File: config.mk
export PLATFORM = sky130hd
export DESIGN_NAME = rws_cell
export DESIGN_NICKNAME = d
export VERILOG_FILES = /design/src/hdl/rws_pkg.sv /design/src/hdl/rws_cell.sv
export SDC_FILE = /design/constraint.sdc
export NUM_CORES = 1
export LEC_CHECK = 0
export BUFFER_PORTS_ARGS = -buffer_cell sky130_fd_sc_hd__buf_2
export CORE_MARGIN = 3
export CORE_UTILIZATION = 33
export CTS_CLUSTER_DIAMETER = 120
export DETAILED_ROUTE_END_ITERATION = 8
export GPL_TIMING_DRIVEN = 0
export PLACE_DENSITY = 0.65
export SYNTH_ARGS = -nofsm -noshare
export SYNTH_HDL_FRONTEND = slang
export SYNTH_SLANG_ARGS = --single-unit
File: constraint.sdc
create_clock -name i_clk -period 1.2 [get_ports i_clk]
set_clock_uncertainty 0.1 [all_clocks]
set_input_delay 0.3 -clock i_clk [delete_from_list [all_inputs] [get_ports i_clk]]
set_output_delay 0.3 -clock i_clk [all_outputs]
set_load 0.01 [all_outputs]
File: src/hdl/rws_pkg.sv
// ----------------------------------------------------------------------------
// rws_pkg
// Shared types and constants for the roulette wheel selector.
// ----------------------------------------------------------------------------
package rws_pkg;

    localparam int MAX_POP = 128;              // entries held in the cell ring
    localparam int IDX_W   = $clog2(MAX_POP);  // entry index width
    localparam int CNT_W   = IDX_W + 1;        // population count width
    localparam int FIT_W   = 32;               // fitness, 16 fraction bits
    localparam int FRAC_W  = 16;               // random fraction width
    localparam int TOT_W   = FIT_W + IDX_W;    // exact sum of all entries
    localparam int PROD_W  = TOT_W + FRAC_W;   // fraction * total
    localparam int ADDR_W  = 3;                // APB byte address width
    localparam int DATA_W  = 32;               // APB data width

    localparam logic [CNT_W-1:0] POP_RESET = CNT_W'(100);

    // register index, taken from paddr[ADDR_W-1]
    localparam logic REG_IDX_POP = 1'b0;

    // item kinds
    localparam logic KIND_LOAD   = 1'b0;
    localparam logic KIND_SELECT = 1'b1;

    typedef struct packed {
        logic              kind;
        logic [IDX_W-1:0]  entry_index;
        logic [FIT_W-1:0]  fitness_value;
        logic [FRAC_W-1:0] random_fraction;
    } t_in_beat;

    typedef struct packed {
        logic [IDX_W-1:0] selected_index;
        logic             load_rejected;
    } t_out_beat;

    // controller to scan unit
    typedef struct packed {
        logic             start;  // latch slice, clear running sum
        logic             step;   // one entry at the ring head
        logic [IDX_W-1:0] pos;    // index of the entry at the ring head
    } t_scan_ctl;

endpackage

File: src/hdl/rws_cell.sv
// ----------------------------------------------------------------------------
// rws_cell
// One fitness entry of the ring; takes its neighbour's value on each shift.
// ----------------------------------------------------------------------------
module rws_cell (
    input  logic                       i_clk,
    input  logic                       i_rst_n,
    input  logic                       i_shift,
    input  logic [rws_pkg::FIT_W-1:0]  i_d,
    output logic [rws_pkg::FIT_W-1:0]  o_q
);
    import rws_pkg::*;

    logic [FIT_W-1:0] r_q;
    logic [FIT_W-1:0] n_q;

    assign n_q = i_shift ? i_d : r_q;

    always_ff @(posedge i_clk) begin
        if (!i_rst_n) begin
            r_q <= '0;
        end else begin
            r_q <= n_q;
        end
    end

    assign o_q = r_q;

endmodule

# Word-level counts from Yosys, hierarchy flattened
# Index checks and enable logic that the tools add are counted.
[word_totals]
wordCells = 1
in_bits = 35
latchBits = 0
rom_bits = 0
mem_bits_rw = 0
n_memories = 0
regBits = 32
out_inout_bits = 32
[op_classes]
order_cmp = 0
shifts = 0
mul = 0
n_addsub = 0
n_bitwise = 0
reduce_logical = 0
eq_ne = 0
div_mod_pow = 0
n_mux = 0

# Logic depth before layout (Yosys ltp)
[logic_depth]
word_depth = 0
mapped_depth = 4
ltp_nobuf = 2

# Least setup slack after synthesis
# OpenSTA, ideal clock, no wires.
[synth_timing]
path_kind = "in2reg"
startpoint = "in i_shift"
endpoint = "reg r_q[0] (netlist: o_q[0])"
cell_stages = 4
path_slack_ns = 0.212
setup_ns = 0.116
arrival_time_ns = 0.772
n_path_buf = 2
required_time_ns = 0.984
cell_sequence = "buf_6 > buf_12 > mux2i_1 > nor2b_1"
[synth_lines]
columns = ["item", "line", "rtl"]
rows = [
  ["from (decl)", "rws_cell.sv:8", "input logic i_shift,"],
  ["to (signal assigned)", "rws_cell.sv:23", "r_q <= n_q;"],
  ["to (decl)", "rws_cell.sv:14", "logic [FIT_W-1:0] r_q;"],
]

# Worst setup path in the final report
[layout_timing]
startpoint = "reg r_q[27] (netlist: o_q[27])"
endpoint = "out o_q[27] in the netlist's numbering"
[layout_lines]
columns = ["item", "line", "rtl"]
rows = [
  ["to (decl)", "rws_cell.sv:10", "output logic [rws_pkg::FIT_W-1:0] o_q"],
]
# No word-level cell between the ends.

==> metrics.txt <==
fin crit share=96.1%; max cap viols=0; Critical Path Max Stage Delay=0.34 ns; drt first pass iters=3; first-pass GRT wire length=4020 um; Die ar.=4540 um^2; Comb power frac=14.2%; Synth cell types=6; Post-Place Setup Slack=0.104 ns; Worst Path Arrival=0.75 ns; Max Slew Vio Count=0; largest net degree at the start of global routing=11; total chip power=2.31 mW; crit path capture type=output pin; initial antenna violation count=0; post-route design area=1720 um^2; detailed router's first-iteration violation count=44; Net Count, Synth=138; Stages on worst setup path=1; # IOs=67; area grow syn2layout=38.0%; synth warn=0; Hold Vio Cnt, Final=0; vias in the first global route=964; Root Buffer Master=clkbuf_8; Cell Count, Final, Fillers Out=222; Avg Vias per Cell=4.23; CP delay by family, top=flip-flops; final core utilization=49.5%; CTS Sinks=32; hold_sp=i_d[8]; Rows=21; share of layout cells above drive strength 1=42.6%; Internal=1.77 mW; die extent in y=67.4 um; TritonCTS clock tree=built; WHS Path Cells=3; Reg power frac=50.0%; Syn Area/Cell=12.1 um^2; R2R Setup Slk=0.46 ns; DR vias=938; register area share after synthesis=51.5%; Least-Margin Pin Slew=0.326 ns; reg2reg end=o_q[2]; clock share of power=35.8%; effective utilization at floorplan=35.9%; largest fanout on the critical path=2; dpl cells=214; post-route setup slack=0.0473 ns; largest family of logic cells by synthesized area=multiplexers; Post-Route WL=2640 um; Post-Synth XOR/XNOR Area=0%; mux contribution to synthesized area=25.8%; FF-to-FF path depth=2; kind of critical path=register to output pin; WP buf/inv=1; Wirelength per Cell=11.9 um; hold_ws=0.183 ns; critical path required time=0.80 ns; P_leak=0.883 nW; PortBufs=65; max reg flops=32; gr ovfl total=0; Final setup viols=0; Post-CTS Resized=0; RSZ-0062 raised after global routing=no; sink of the worst hold path=o_q[8]; crit-path cells=buf_2; nets=210; setup TNS=0 ns; Worst-Skew Late Latency=0.27 ns; Synth Area in Compound Gates=0%; DP Area=1630 um^2; total CTS buffers=5; Synth Area in Simple Gates=16.1%; clk buf depth=2; Clk pin slew, worst setup/hold paths=0.06 ns; VDD IR max=0.736 mV; sw frac=23.2%; power per cell area=1350 nW/um^2; min Tclk post-route=1.15 ns; Syn Inst Count=103; DP HPWL=2060 um; Die W=67.4 um; diodes inserted=0; Synth Cell Area=1240 um^2; worst flop-to-flop path startpoint=o_q[2]; outcome=finished, final reports clean; Seq cells post-synth=32; synthesized-area fraction occupied by adder cells=0%; hold buffer count at cts=0; antenna viol nets, final=0; # H-tree levels=2; Residual DRC=0; Placer Congestion=0.631; Worst Setup Start Kind=register; HP Class=input port to register; worst rel slew slack=78.2%; Slowest-stage cell, CP=dfxtp_1; Fmax=0.867 GHz; gr usage total=12.2%; core area=3470 um^2; net switching power=535 uW; setup repair bufs after CTS=0
[kinds of logic after synthesis]
group / after synthesis
multiplexers: 32
AND/OR/NAND/NOR: 32
buffers and inverters: 7
flip-flops: 32
[metal layers]
layer  wire (um)  share of wire (%)  vias up  track usage (%)
met5           0                  0        -                0
met4          34                1.3        0             6.84
met3         184                7.0        4             4.33
met2        1310                 50       39             20.7
met1        1110                 42      416             13.0
li1            -                  -      479                -
[power by group through the flow]
stage	registers [mW]	clock network, mW	logic, mW
after floorplan	1.21	0	0.159
after global placement	1.18	0	0.324
after detailed placement	1.18	0	0.335
after CTS	1.16	0.859	0.335
after global routing	1.16	0.916	0.360
final	1.16	0.827	0.328
[worst max-delay path by stage]
stage	start	to	slack (ns)
6_report	o_q[27]	o_q[27]	0.05
5_1_grt	o_q[27]	o_q[27]	0.004
4_1_cts	o_q[27]	o_q[27]	0.03
3_5_place_dp	i_rst_n	o_q[10]	0.10
3_3_place_gp	i_rst_n	o_q[5]	0.16
2_1_floorplan	i_shift	o_q[0]	0.21
[layout make-up]
class	instances	area [um^2]
fillers	351	1750
flip-flops and latches	32	641
multi-input cells	64	520
repair buffers	65	325
clock buffers	8	90.1
plain buffers	7	82.6
well taps	46	57.6
[cells in the final DEF, fill, tap and decap left out]
master	n
buf_2	65
mux2i_1	32
dfxtp_1	32
buf_6	1
buf_12	3
clkbuf_1	5
clkbuf_8	6
nor2b_1	32
[synthesized netlist by cell type, drive strengths merged]
library cell  number  area [um^2]
buf                4         71.3
mux2i             32          320
clkbuf             3         11.3
nor2b             32          200
dfxtp             32          641
[worst register-to-register path, cell delays in order, from the launching register on]
cell     delay, ns
dfxtp_1       0.31
mux2i_1       0.15
nor2b_1       0.07
Note: power is estimated with default switching activity, not from simulation.
