### config.mk
export PLATFORM = sky130hd
export DESIGN_NAME = rws_scan
export DESIGN_NICKNAME = d
export VERILOG_FILES = /design/src/hdl/rws_pkg.sv /design/src/hdl/rws_scan.sv
export SDC_FILE = /design/constraint.sdc
export NUM_CORES = 2
export LEC_CHECK = 0
export BUFFER_PORTS_ARGS = -buffer_cell sky130_fd_sc_hd__buf_4
export CAP_MARGIN = 30
export CORE_AREA = 2 2 254 256
export DETAILED_ROUTE_END_ITERATION = 16
export DIE_AREA = 0 0 256 258
export GPL_ROUTABILITY_DRIVEN = 0
export PLACE_DENSITY = 0.54
export SYNTH_ARGS = -nofsm -noshare
export SYNTH_HDL_FRONTEND = slang
export SYNTH_SLANG_ARGS = --single-unit
### constraint.sdc
create_clock -name i_clk -period 7.8 [get_ports i_clk]
set_input_delay 1.56 -clock i_clk [delete_from_list [all_inputs] [get_ports i_clk]]
set_output_delay 1.56 -clock i_clk [all_outputs]
set_load 0.02 [all_outputs]
### src/hdl/rws_pkg.sv
// ----------------------------------------------------------------------------
// rws_pkg
// Shared types and constants for the roulette wheel selector.
// ----------------------------------------------------------------------------
package rws_pkg;

    localparam int MAX_POP = 128;              // entries held in the cell ring
    localparam int IDX_W   = $clog2(MAX_POP);  // entry index width
    localparam int CNT_W   = IDX_W + 1;        // population count width
    localparam int FIT_W   = 32;               // fitness, 16 fraction bits
    localparam int FRAC_W  = 16;               // random fraction width
    localparam int TOT_W   = FIT_W + IDX_W;    // exact sum of all entries
    localparam int PROD_W  = TOT_W + FRAC_W;   // fraction * total
    localparam int ADDR_W  = 3;                // APB byte address width
    localparam int DATA_W  = 32;               // APB data width

    localparam logic [CNT_W-1:0] POP_RESET = CNT_W'(100);

    // register index, taken from paddr[ADDR_W-1]
    localparam logic REG_IDX_POP = 1'b0;

    // item kinds
    localparam logic KIND_LOAD   = 1'b0;
    localparam logic KIND_SELECT = 1'b1;

    typedef struct packed {
        logic              kind;
        logic [IDX_W-1:0]  entry_index;
        logic [FIT_W-1:0]  fitness_value;
        logic [FRAC_W-1:0] random_fraction;
    } t_in_beat;

    typedef struct packed {
        logic [IDX_W-1:0] selected_index;
        logic             load_rejected;
    } t_out_beat;

    // controller to scan unit
    typedef struct packed {
        logic             start;  // latch slice, clear running sum
        logic             step;   // one entry at the ring head
        logic [IDX_W-1:0] pos;    // index of the entry at the ring head
    } t_scan_ctl;

endpackage

### src/hdl/rws_scan.sv
// ----------------------------------------------------------------------------
// rws_scan
// Slice computation and running-sum search over the entries leaving the ring.
// ----------------------------------------------------------------------------
module rws_scan (
    input  logic                       i_clk,
    input  logic                       i_rst_n,
    input  rws_pkg::t_scan_ctl         i_ctl,
    input  logic [rws_pkg::FRAC_W-1:0] i_frac,
    input  logic [rws_pkg::TOT_W-1:0]  i_total,
    input  logic [rws_pkg::FIT_W-1:0]  i_head,
    input  logic [rws_pkg::CNT_W-1:0]  i_count,
    output logic [rws_pkg::IDX_W-1:0]  o_pick
);
    import rws_pkg::*;

    logic [TOT_W-1:0]  r_slice;
    logic [TOT_W-1:0]  r_sum;
    logic              r_found;
    logic [IDX_W-1:0]  r_pick;

    logic [PROD_W-1:0] w_prod;
    logic [TOT_W-1:0]  w_sum;
    logic              w_live;

    assign w_prod = PROD_W'(i_frac) * PROD_W'(i_total);
    assign w_sum  = r_sum + TOT_W'(i_head);
    // only entries below the population count take part, up to the first hit
    assign w_live = i_ctl.step && !r_found && ({1'b0, i_ctl.pos} < i_count);

    always_ff @(posedge i_clk) begin
        if (!i_rst_n) begin
            r_found <= 1'b0;
        end else if (i_ctl.start) begin
            r_found <= 1'b0;
        end else if (w_live && (w_sum >= r_slice)) begin
            r_found <= 1'b1;
        end
    end

    always_ff @(posedge i_clk) begin
        if (i_ctl.start) begin
            r_slice <= w_prod[PROD_W-1:FRAC_W];
            r_sum   <= '0;
            r_pick  <= IDX_W'(i_count - CNT_W'(1));  // slice never reached
        end else if (w_live) begin
            r_sum <= w_sum;
            if (w_sum >= r_slice) begin
                r_pick <= i_ctl.pos;
            end
        end
    end

    assign o_pick = r_pick;

endmodule

Yosys cells after proc, flatten, opt, wreduce, memory -nomap -nowiden
Index checks and enable logic that the tools add are counted.

Flip-flop bits (word level): 86. Input bits: 106.

Multiplexer cells: 3. Bitwise logic cells: 1. Order comparisons: 2. $add $sub $neg: 2. $mul: 1. Reduce and logical (&&, ||, !) cells: 8.

Operators with widths (count): 16-bit by 39-bit multiplier with 55-bit output (1); 39-bit by 32-bit adder with 39-bit output (1); 39-bit greater-or-equal comparator (1); 7-bit two-way mux (3); 7-bit by 8-bit less-than comparator with 1-bit output (1); 7-bit by 1-bit subtractor with 7-bit output, second input constant (1); 2-bit nonzero test (2); 1-bit logical AND (3); 2-bit AND reduction (1); 2-bit OR reduction (1); 1-bit zero test (1); 1-bit inverter (1).

Depth between registers and ports, before layout
Depth after elaboration: 5. Mapped depth: 25. Mapped depth without buffers: 24.

Worst setup path after synthesis
No wires, ideal clock.

Path kind: input to register. Start: in i_frac[1] in the netlist's numbering. End: reg r_slice[36], data pin. Data required time: 7.535 ns. Arrival: 7.790 ns. Setup slack: -0.255 ns. Cell stages on the path: 25. Path through: clkbuf_1 clkbuf_1 nand2_1 fa_1 inv_1 fa_1 inv_1 fa_1 inv_1 fa_1 fa_1 inv_1 fa_1 inv_1 ha_1 buf_2 nand4_1 or3_1 a2111oi_0 nor4b_1 nor2_1 a31oi_1 o31a_1 o21ai_0 xor2_1.

Longest elaborated chain between the ends: 1.

Ends and longest elaborated chain: start, declared (RTL line rws_scan.sv:9) `input logic [rws_pkg::FRAC_W-1:0] i_frac,`; 16-bit by 39-bit multiplier with 55-bit output (RTL line rws_scan.sv:26) `assign w_prod = PROD_W'(i_frac) * PROD_W'(i_total);`; net w_prod[52] (RTL line rws_scan.sv:22) `logic [PROD_W-1:0] w_prod;`; end signal, assigned (RTL line rws_scan.sv:43) `r_slice <= w_prod[PROD_W-1:FRAC_W];`; end, declared (RTL line rws_scan.sv:17) `logic [TOT_W-1:0] r_slice;`.

The timed path passes the listed nets, and every way through them passes these cells. A chain may end at the register's enable or synchronous reset.

Worst setup path after layout
Start: in i_frac[4] in the netlist's numbering. End: reg r_slice[38], data pin.

Same word-level chain as after synthesis.

==> flow_metrics.env <==
export IMPL_finalCritPeriodShare=0.9636
export IMPL_maxCapViolCount=0
export IMPL_finClkSkew_ps=10.24
export IMPL_finalSetupViolCount=0
export IMPL_end_kind="flip-flop"
export IMPL_rows=93
export IMPL_max_stage_delay_ps=550
export IMPL_multiInputGateArea_sq_um=19980
export IMPL_dp_hpwl_mm=55.23
export IMPL_setup_slack_ps=284.0
export IMPL_synth_edf_count=46
export IMPL_die_h_microns=258
export IMPL_pre_cts_ws_ps=-317.8
export IMPL_netlist_area_sq_um=25040
export IMPL_fillers=6342
export IMPL_fmax_mhz=133.0
export IMPL_wl_per_cell_microns=17.23
export IMPL_drt_initial_drc_count=1038
export IMPL_syn_inst=2901
export IMPL_slowest_stage="fa_1"
export IMPL_ys_seq_area_frac=0.08715
export IMPL_nets=3816
export IMPL_h_tree_depth=3
export IMPL_rsz0062_at_grt="no"
export IMPL_die_w_microns=256
export IMPL_antenna_found_initial=0
export IMPL_pin_count=113
export IMPL_cts_hold_buf=0
export IMPL_outcome="finished, final reports clean"
export IMPL_async_flop_share=0
export IMPL_drt_total_wl_mm=66.35
export IMPL_finalMaxSlewViolations=0
export IMPL_insertion_delay_ps=350
export IMPL_regArea_sq_um=2182
export IMPL_worst_pin_slew_ps=836.9
export IMPL_dieArea_sq_um=66050
export IMPL_cts_tree="yes"
export IMPL_hold_path_class="flip-flop to flip-flop"
export IMPL_grt_overflow_total=0
export IMPL_ys_warn_count=0
export IMPL_final_util=0.4337
export IMPL_fin_tns_setup_ps=0
export IMPL_cts_sinks=86
export IMPL_cp_arrival_ps=7610
export IMPL_grt_pass1_vias=21118
export IMPL_grt_max_degree=69
export IMPL_clockBufferDepth=2
export IMPL_grt_first_pass_wirelength_mm=110.8
export IMPL_core_sq_um=63650
export IMPL_syn_area_per_cell_sq_um=8.631
export IMPL_clk_pin_slew_ps=70
export IMPL_synth_seq_cells=86
export IMPL_vias_per_cell=4.992
export IMPL_crit_path_frequent_cell="fa_1"
export IMPL_root_buffer="clkbuf_16"
export IMPL_worstPathRequired_ps=7890
export IMPL_cp_max_fo=22
export IMPL_worstSetupPathType="input pin to flip-flop"
export IMPL_ant_nets=0
export IMPL_whs_ps=460.5
export IMPL_grt_usage=0.2083
export IMPL_port_buffers=112
export IMPL_syn_nets=3725
export IMPL_numCtsBuffers=9
export IMPL_syn_to_final_growth_pct=10.26
export IMPL_cp_start_kind="input pin"
export IMPL_start_util=0.3934
export IMPL_drive_gt1_frac=0.08542
export IMPL_ys_types=69
export IMPL_synth_ff_type="edfxtp_1"
export IMPL_hold_violations=0
export IMPL_layout_min_cycle_time_ps=7516
export IMPL_timing_slew_headroom=0.4421
export IMPL_drtPass1Iterations=6
export IMPL_drc=0
export IMPL_antenna_cells_inserted=0
export IMPL_vias=19231
## final timing paths
path                   from     endpoint  slack, ps  depth (start not counted)
setup / recovery  i_frac[4]  r_slice[38]        280                         25
hold reg to reg    r_sum[6]     r_sum[6]        460                          2
setup reg to reg   r_sum[0]    o_pick[6]       2440                         18
hold / removal     r_sum[6]     r_sum[6]        460                          2
## area by class of cell
class	instances	share of cell area
Multi-Input combinational cell	2045	0.7238
Timing Repair Buffer	209	0.06019
Sequential cell	86	0.07904
Clock buffer	9	0.008158
Tap cell	855	0.03875
Inverter	641	0.08716
Clock inverter	7	0.002946
## critical path, delay by kind of cell
kind                     cells  cell delay [ps]
AND/OR/NAND/NOR              1              100
adder cells (fa/ha/maj)      7             3360
buffers and inverters        7              790
AO/OA/AOI/OAI                9             1630
XOR/XNOR                     1              140
## Yosys cell counts (40+ instances only)
| master | n | area, sq um |
|---|---|---|
| a21o_1 | 53 | 397.9 |
| a21oi_1 | 130 | 650.6 |
| and2_1 | 213 | 1333 |
| clkbuf_1 | 120 | 450.4 |
| dfxtp_1 | 40 | 800.8 |
| edfxtp_1 | 46 | 1381 |
| fa_1 | 516 | 10330 |
| ha_1 | 202 | 2527 |
| inv_1 | 641 | 2406 |
| nand2_1 | 530 | 1989 |
| nor2_1 | 61 | 229.0 |
| o21ai_0 | 45 | 225.2 |
| xnor2_1 | 57 | 499.2 |
## repair_timing
action,in CTS,in global routing
gates resized for setup,0,19
buffers inserted,0,1
setup endpoints to repair,0,13
## layer usage
layer,wire [microns],vias to the layer above,global-route usage
met2,30560,503,0.3437
met1,30950,9691,0.2927
met4,1213,0,0.04126
met3,3627,78,0.03112
li1,-,8959,-
met5,0,-,0
## flip-flops by register name (all words and copies together) (netlist names)
register and cells:
o_pick 7, r_sum 39, r_found 1, r_slice 39
## cells by family after synthesis
family,after synthesis,share of synthesized area
AOI/OAI and AO/OA,315,0.07996
xor gates and xnor gates,85,0.02973
adders and majority gates,718,0.5135
buffers and inverters,770,0.1173
DFF,86,0.08715
muxes,2,0.0008495
and+or+nand+nor,925,0.1715
## metrics by stage
| step | std cells | cell area [sq um] |
|---|---|---|
| after global routing | 3852 | 27610 |
| after floorplan | 2901 | 25050 |
| after global placement | 3835 | 27220 |
| after CTS | 3851 | 27520 |
| after detailed placement | 3835 | 27220 |
| final | 3852 | 27610 |
## cell usage in the layout (no fill, tap or decap), types with 4 or more instances in the layout
| cell | synthesis | routed |
|---|---|---|
| a31oi_1 | 9 | 9 |
| o21bai_1 | 15 | 15 |
| a21o_1 | 53 | 53 |
| clkbuf_16 | 0 | 9 |
| nand3_1 | 25 | 25 |
| edfxtp_1 | 46 | 46 |
| o21ai_0 | 45 | 44 |
| nor2b_1 | 10 | 10 |
| fa_1 | 516 | 516 |
| a21oi_1 | 130 | 128 |
| nor2_1 | 61 | 60 |
| o211ai_1 | 6 | 6 |
| a211oi_1 | 5 | 5 |
| or4_1 | 4 | 4 |
| nand2_1 | 530 | 530 |
| dfxtp_1 | 40 | 40 |
| and3_1 | 6 | 6 |
| nand4_1 | 29 | 29 |
| ha_1 | 202 | 202 |
| nor3_1 | 14 | 13 |
| inv_1 | 641 | 641 |
| a221oi_1 | 5 | 4 |
| xnor2_1 | 57 | 57 |
| buf_12 | 1 | 5 |
| and2_1 | 213 | 213 |
| xor2_1 | 28 | 28 |
| nand2b_1 | 9 | 9 |
| or2_2 | 6 | 6 |
| buf_6 | 0 | 8 |
| o31ai_1 | 5 | 5 |
| buf_4 | 1 | 196 |
Power is not shown: default switching activity piles up to over one toggle a cycle in this logic, so the estimate is an artifact.
